`src/rtl/assert_macros.svh`:
```
// Assertion macros shared by the shadow volume index generator RTL.
// No dependencies; include by bare file name.
`ifndef ASSERT_MACROS_SVH
`define ASSERT_MACROS_SVH

// Same-cycle implication, disabled while reset is high.
`define SVIG_ASSERT_IMP(name, clk_s, rst_s, ante, cons) \
  name: assert property (@(posedge clk_s) disable iff (rst_s) (ante) |-> (cons)) \
    else $error("svig assertion failed");

// Next-cycle implication, disabled while reset is high.
`define SVIG_ASSERT_NXT(name, clk_s, rst_s, ante, cons) \
  name: assert property (@(posedge clk_s) disable iff (rst_s) (ante) |=> (cons)) \
    else $error("svig assertion failed");

`endif

```
`src/rtl/svig_pkg.sv`:
```
// Shared types and constants for the shadow volume index generator.
// No dependencies; imported by the controller, datapath and top level.
package svig_pkg;

  localparam int MAX_FACES_DEF = 4096;

  localparam logic [15:0] NONE_FACE = 16'hFFFF;

  // configuration register indexes
  localparam logic [2:0] REG_LIGHT_IS_POINT = 3'd0;
  localparam logic [2:0] REG_LIGHT_X        = 3'd1;
  localparam logic [2:0] REG_LIGHT_Y        = 3'd2;
  localparam logic [2:0] REG_LIGHT_Z        = 3'd3;
  localparam logic [2:0] REG_FIRST_FACE     = 3'd4;

  // last emit step of a cap triangle and of an extruded quad
  localparam logic [2:0] CAP_LAST  = 3'd2;
  localparam logic [2:0] QUAD_LAST = 3'd5;

  // dot product term selects
  localparam logic [1:0] TERM_X = 2'd0;
  localparam logic [1:0] TERM_Y = 2'd1;
  localparam logic [1:0] TERM_Z = 2'd2;

  typedef enum logic [1:0] {
    KIND_CLASSIFY  = 2'd0,
    KIND_DARK_CAP  = 2'd1,
    KIND_LIGHT_CAP = 2'd2,
    KIND_EDGE      = 2'd3
  } kind_t;

  typedef struct packed {
    logic       capture;
    logic       clear;
    logic       prod_en;
    logic [1:0] term_sel;
    logic       acc_load;
    logic       acc_add;
    logic       store;
    logic       emit;
    logic [2:0] emit_idx;
    logic       emit_quad;
    logic       emit_swap;
    logic       emit_add;
    logic       emit_last;
  } cmd_t;

  typedef struct packed {
    kind_t kind;
    logic  none0;
    logic  none1;
    logic  ok0;
    logic  ok1;
    logic  lit0;
    logic  lit1;
    logic  clear_last;
  } sts_t;

endpackage

```
`src/rtl/svig_ctrl.sv`:
```
// Controller: sequences table clear, classify MAC steps and index emission.
// Depends on svig_pkg.
module svig_ctrl import svig_pkg::*; (
  input  logic clk,
  input  logic rst,
  input  logic start,
  output logic busy,
  input  sts_t sts,
  output cmd_t cmd
);

  typedef enum logic [3:0] {
    S_CLEAR,
    S_IDLE,
    S_LOOKUP,
    S_DECIDE,
    S_MUL0,
    S_MUL1,
    S_MUL2,
    S_SUM,
    S_STORE,
    S_EMIT
  } state_t;

  state_t     state;
  state_t     state_next;
  logic [2:0] idx;
  logic       quad;
  logic       swap;
  logic       add;
  logic       gen;
  logic       gen_quad;
  logic       gen_swap;
  logic       gen_add;
  logic       emit_last;

  // what a cap or edge item produces, from the lit bits read in LOOKUP
  always_comb begin
    gen      = 1'b0;
    gen_quad = 1'b0;
    gen_swap = 1'b0;
    gen_add  = 1'b0;
    case (sts.kind)
      KIND_DARK_CAP: begin
        gen = sts.ok0 && sts.lit0;
      end
      KIND_LIGHT_CAP: begin
        gen     = sts.ok0 && !sts.lit0;
        gen_add = 1'b1;
      end
      KIND_EDGE: begin
        gen_quad = 1'b1;
        if (sts.none0 && sts.none1) begin
          gen = 1'b0;
        end else if (!sts.none0 && !sts.none1) begin
          gen      = sts.ok0 && sts.ok1 && (sts.lit0 != sts.lit1);
          gen_swap = !sts.lit0;
        end else if (!sts.none0) begin
          gen      = sts.ok0;
          gen_swap = !sts.lit0;
        end else begin
          gen      = sts.ok1;
          gen_swap = !sts.lit1;
        end
      end
      default: gen = 1'b0;
    endcase
  end

  assign emit_last = quad ? (idx == QUAD_LAST) : (idx == CAP_LAST);

  always_comb begin
    state_next = state;
    case (state)
      S_CLEAR:  if (sts.clear_last) state_next = S_IDLE;
      S_IDLE:   if (start) state_next = S_LOOKUP;
      S_LOOKUP: begin
        if (sts.kind == KIND_CLASSIFY) begin
          state_next = sts.ok0 ? S_MUL0 : S_IDLE;
        end else begin
          state_next = S_DECIDE;
        end
      end
      S_DECIDE: state_next = gen ? S_EMIT : S_IDLE;
      S_MUL0:   state_next = S_MUL1;
      S_MUL1:   state_next = S_MUL2;
      S_MUL2:   state_next = S_SUM;
      S_SUM:    state_next = S_STORE;
      S_STORE:  state_next = S_IDLE;
      S_EMIT:   if (emit_last) state_next = S_IDLE;
      default:  state_next = S_IDLE;
    endcase
  end

  always_ff @(posedge clk) begin
    if (rst) begin
      state <= S_CLEAR;
      idx   <= '0;
      quad  <= 1'b0;
      swap  <= 1'b0;
      add   <= 1'b0;
    end else begin
      state <= state_next;
      if (state == S_DECIDE) begin
        idx  <= '0;
        quad <= gen_quad;
        swap <= gen_swap;
        add  <= gen_add;
      end else if (state == S_EMIT) begin
        idx <= idx + 3'd1;
      end
    end
  end

  assign busy = state != S_IDLE;

  always_comb begin
    cmd           = '0;
    cmd.capture   = (state == S_IDLE) && start;
    cmd.clear     = state == S_CLEAR;
    cmd.prod_en   = (state == S_MUL0) || (state == S_MUL1) || (state == S_MUL2);
    cmd.term_sel  = (state == S_MUL0) ? TERM_X : ((state == S_MUL1) ? TERM_Y : TERM_Z);
    cmd.acc_load  = state == S_MUL1;
    cmd.acc_add   = (state == S_MUL2) || (state == S_SUM);
    cmd.store     = state == S_STORE;
    cmd.emit      = state == S_EMIT;
    cmd.emit_idx  = idx;
    cmd.emit_quad = quad;
    cmd.emit_swap = swap;
    cmd.emit_add  = add;
    cmd.emit_last = emit_last;
  end

endmodule

```
`config.mk`:
```
export PLATFORM = sky130hd
export DESIGN_NAME = svig_ctrl
export DESIGN_NICKNAME = d
export VERILOG_FILES = /design/src/rtl/assert_macros.svh /design/src/rtl/svig_pkg.sv /design/src/rtl/svig_ctrl.sv
export SDC_FILE = /design/constraint.sdc
export NUM_CORES = 1
export LEC_CHECK = 0
export ABC_AREA = 1
export ABC_CLOCK_PERIOD_IN_PS = 1200
export BUFFER_PORTS_ARGS = -buffer_cell sky130_fd_sc_hd__buf_2
export CAP_MARGIN = 20
export CORE_UTILIZATION = 30
export DETAILED_ROUTE_END_ITERATION = 8
export PLACE_DENSITY = 0.62
export SLEW_MARGIN = 20
export SYNTH_ARGS = -nofsm -noshare
export SYNTH_HDL_FRONTEND = slang
export SYNTH_SLANG_ARGS = --single-unit
```
`constraint.sdc`:
```
create_clock -name clk -period 1.2 [get_ports clk]
set_input_delay 0.24 -clock clk [delete_from_list [all_inputs] [get_ports clk]]
set_output_delay 0.24 -clock clk [all_outputs]
set_load 0.05 [all_outputs]
```
==> summary.txt <==
status - complete, but fails checks
failing checks - setup timing
n_diodes - 0
via count - 926
DRT Pass-1 Iters - 4
Setup Viol. Count Final - 12
GRT Overall Usage - 17.4%
Post-CTS Hold Fix Bufs - 0
EDFF count, synth - 0
setup_tns - -2.20 ns
drt total wl - 2090 um
critical path class - register to primary output
Critical Path RT - 0.96 ns
DR iter-0 viols - 17
fraction of synthesized cell area taken by the top area cell type - 26.1%
Ports - 29
Antenna Violating Nets Remaining - 0
CTS Sinks - 10
largest family of logic cells by synthesized area - simple AND/OR/NAND/NOR gates
P&R area growth vs syn - 82.4%
# port buffers - 28
fin. max-slew vios - 0
initial core utilization - 33.1%
adder-cell share of the synthesized area - 8.14%
drt drc - 0
fin crit share - 122%
Slew headroom - 81.1%
Fillers - 206
VDD IR-drop max - 0.514 mV
HPWL Detailed - 1660 um
Final Hold Fails - 0
die area - 2770 um^2
ys async rst share - 0%
H-tree depth - 1
Final WS setup - -0.263 ns
Final GP Congestion - 0.863
clock skew - 0.00370 ns
XOR/XNOR share of the synthesized area - 1.14%
vias in the first global route - 895
mux share of post-synthesis cell area - 0%
Hold Crit Class - primary input to register
Worst-path clk slew - 0.06 ns
top cells by count, synth - 23 x nand2_1, 16 x inv_1, 14 x nor2_1
largest net degree at the start of global routing - 8
cts bufs inserted - 3
Seq/Total Area, Yosys - 26.1%
Compound-Gate Fraction of Synth Area - 12.5%
Max Fanout on Critical Path - 4
TritonCTS clock tree - built
fmax - 683 MHz
GRT overflow - 0
WHS - 0.191 ns
root buffer cell - clkbuf_4
Clock Latency Late Sink - 0.26 ns
top-count cell post-synth - nand2_1
Inst Count DP - 185
proportion of layout cells with a drive suffix above 1 - 60.5%
initial antenna violation count - 0
Synth Area in Simple Gates - 35.3%
Pleak - 0.688 nW
Syn Area/Cell - 6.51 um^2
global-route wire length before repair - 3610 um
Main synth FF type - dfxtp_1
DR vias/cell - 4.75
die extent in y - 52.6 um
Post-Syn Nets - 135
Row Count - 17
clk buf depth - 2
Core Util, Final - 60.4%
CP cell instances - inv_2 > nor2_4 > inv_4 > nor3_4 > buf_6
Final #Nets - 185
Ys Warns - 0
Netlist cell types - 22
Crit path largest cell delay - 0.36 ns
Tmin final - 1.46 ns
synth top area cells - dfxtp_1 26%, nand2_1 11%, ha_1 8.1%, inv_1 7.8%, nor2_1 6.8%
core box area - 2320 um^2
cells after synthesis - 118
Syn Std Cell Area - 768 um^2
worst slew pin tran - 0.281 ns
unrepaired setup endpoints after global routing - yes
average wire per standard cell - 10.7 um
Final Instance Count excl. Fillers - 195
Synth area leader - dfxtp_1
Seq cells post-synth - 10
Chip Width - 52.6 um
Power Dens Cells - 706 nW/um^2
CP Capture Type - primary output
CP Launch Type - register
max-cap viol count - 0
Critical Path AT - 1.22 ns
Worst path slowest cell - dfxtp_2
-- final timing paths --
check / from / end / slack, ns / depth (start not counted)
max: state[2]$_SDFFE_PP0P_ / cmd[11] / -0.26 / 5
min: rst / state[1]$_SDFFE_PP0P_ / 0.19 / 2
max reg2reg: state[3]$_SDFFE_PP0P_ / state[0]$_SDFFE_PP0P_ / -0.04 / 8
min reg2reg: swap$_SDFFE_PP0P_ / swap$_SDFFE_PP0P_ / 0.47 / 2
-- cell type report --
cell class / instances / area (um^2) / share of cell area [%]
multi-input cells: 80 / 588 / 42.0
repair buffers: 50 / 427 / 30.4
flip-flops and latches: 10 / 215 / 15.4
inverters: 23 / 100 / 7.14
clock buffers: 4 / 36.3 / 2.59
well taps: 28 / 35.0 / 2.50
-- cells in the final DEF (no fill, tap or decap), types with 3 or more instances in the layout --
| cell type | instances |
|---|---|
| ha_1 | 5 |
| inv_2 | 6 |
| buf_6 | 11 |
| a21oi_1 | 8 |
| buf_8 | 5 |
| dfxtp_2 | 6 |
| nor2_1 | 6 |
| clkbuf_4 | 4 |
| o21ai_1 | 3 |
| nor2_4 | 9 |
| buf_4 | 16 |
| nand3_1 | 6 |
| nor2_2 | 5 |
| nand3_2 | 3 |
| nand2_2 | 3 |
| inv_1 | 13 |
| o21ai_0 | 4 |
| buf_2 | 16 |
| nand2_1 | 18 |
-- sequential cells by signal, indices dropped and copies added (netlist names) --
| signal | flops |
|---|---|
| state | 4 |
| quad | 1 |
| idx | 3 |
| swap | 1 |
| add | 1 |
-- kinds of logic (layout without fill, tap and decap cells) --
kind of cell             count (synthesis)  in the layout
flip-flops                              10             10
buffers and inverters                   28             77
XOR/XNOR                                 1              1
AND/OR/NAND/NOR                         57             57
AO/OA/AOI/OAI                           17             17
adder cells (fa/ha/maj)                  5              5
-- per-layer routing --
layer / vias to the layer above / track usage, % / part of all wire, %
li1: 463 / - / -
met1: 439 / 19.9 / 42
met2: 22 / 33.3 / 54
met3: 2 / 0.870 / 2.5
met4: 0 / 6.58 / 0.81
met5: - / 0 / 0
-- where the power goes --
part | internal, mW | leakage (nW) | switching, mW
registers | 0.338 | 0.0853 | 0.0142
logic | 0.149 | 0.582 | 0.190
clock network | 0.184 | 0.0210 | 0.114
-- worst max-delay path, delay by kind of cell, from the launching register on --
family | cells | cell delay, ns
buffers and inverters | 3 | 0.31
DFF | 1 | 0.36
and+or+nand+nor | 2 | 0.30
-- timing repair --
item | in CTS | in global routing
gates resized for setup | 44 | 18
setup buffers | 4 | 4
pin swaps | 7 | 8
setup endpoints to repair | 14 | 17
-- through the flow --
stage	instance area (um^2)	setup WS, ns	power, mW
after floorplan	842	-0.136	0.525
after CTS	1320	-0.273	0.973
after global placement	1110	-0.0553	0.628
final	1400	-0.263	0.990
after detailed placement	1110	-0.121	0.637
after global routing	1400	-0.311	1.03
No activity file was read; power rests on OpenSTA's default activity.
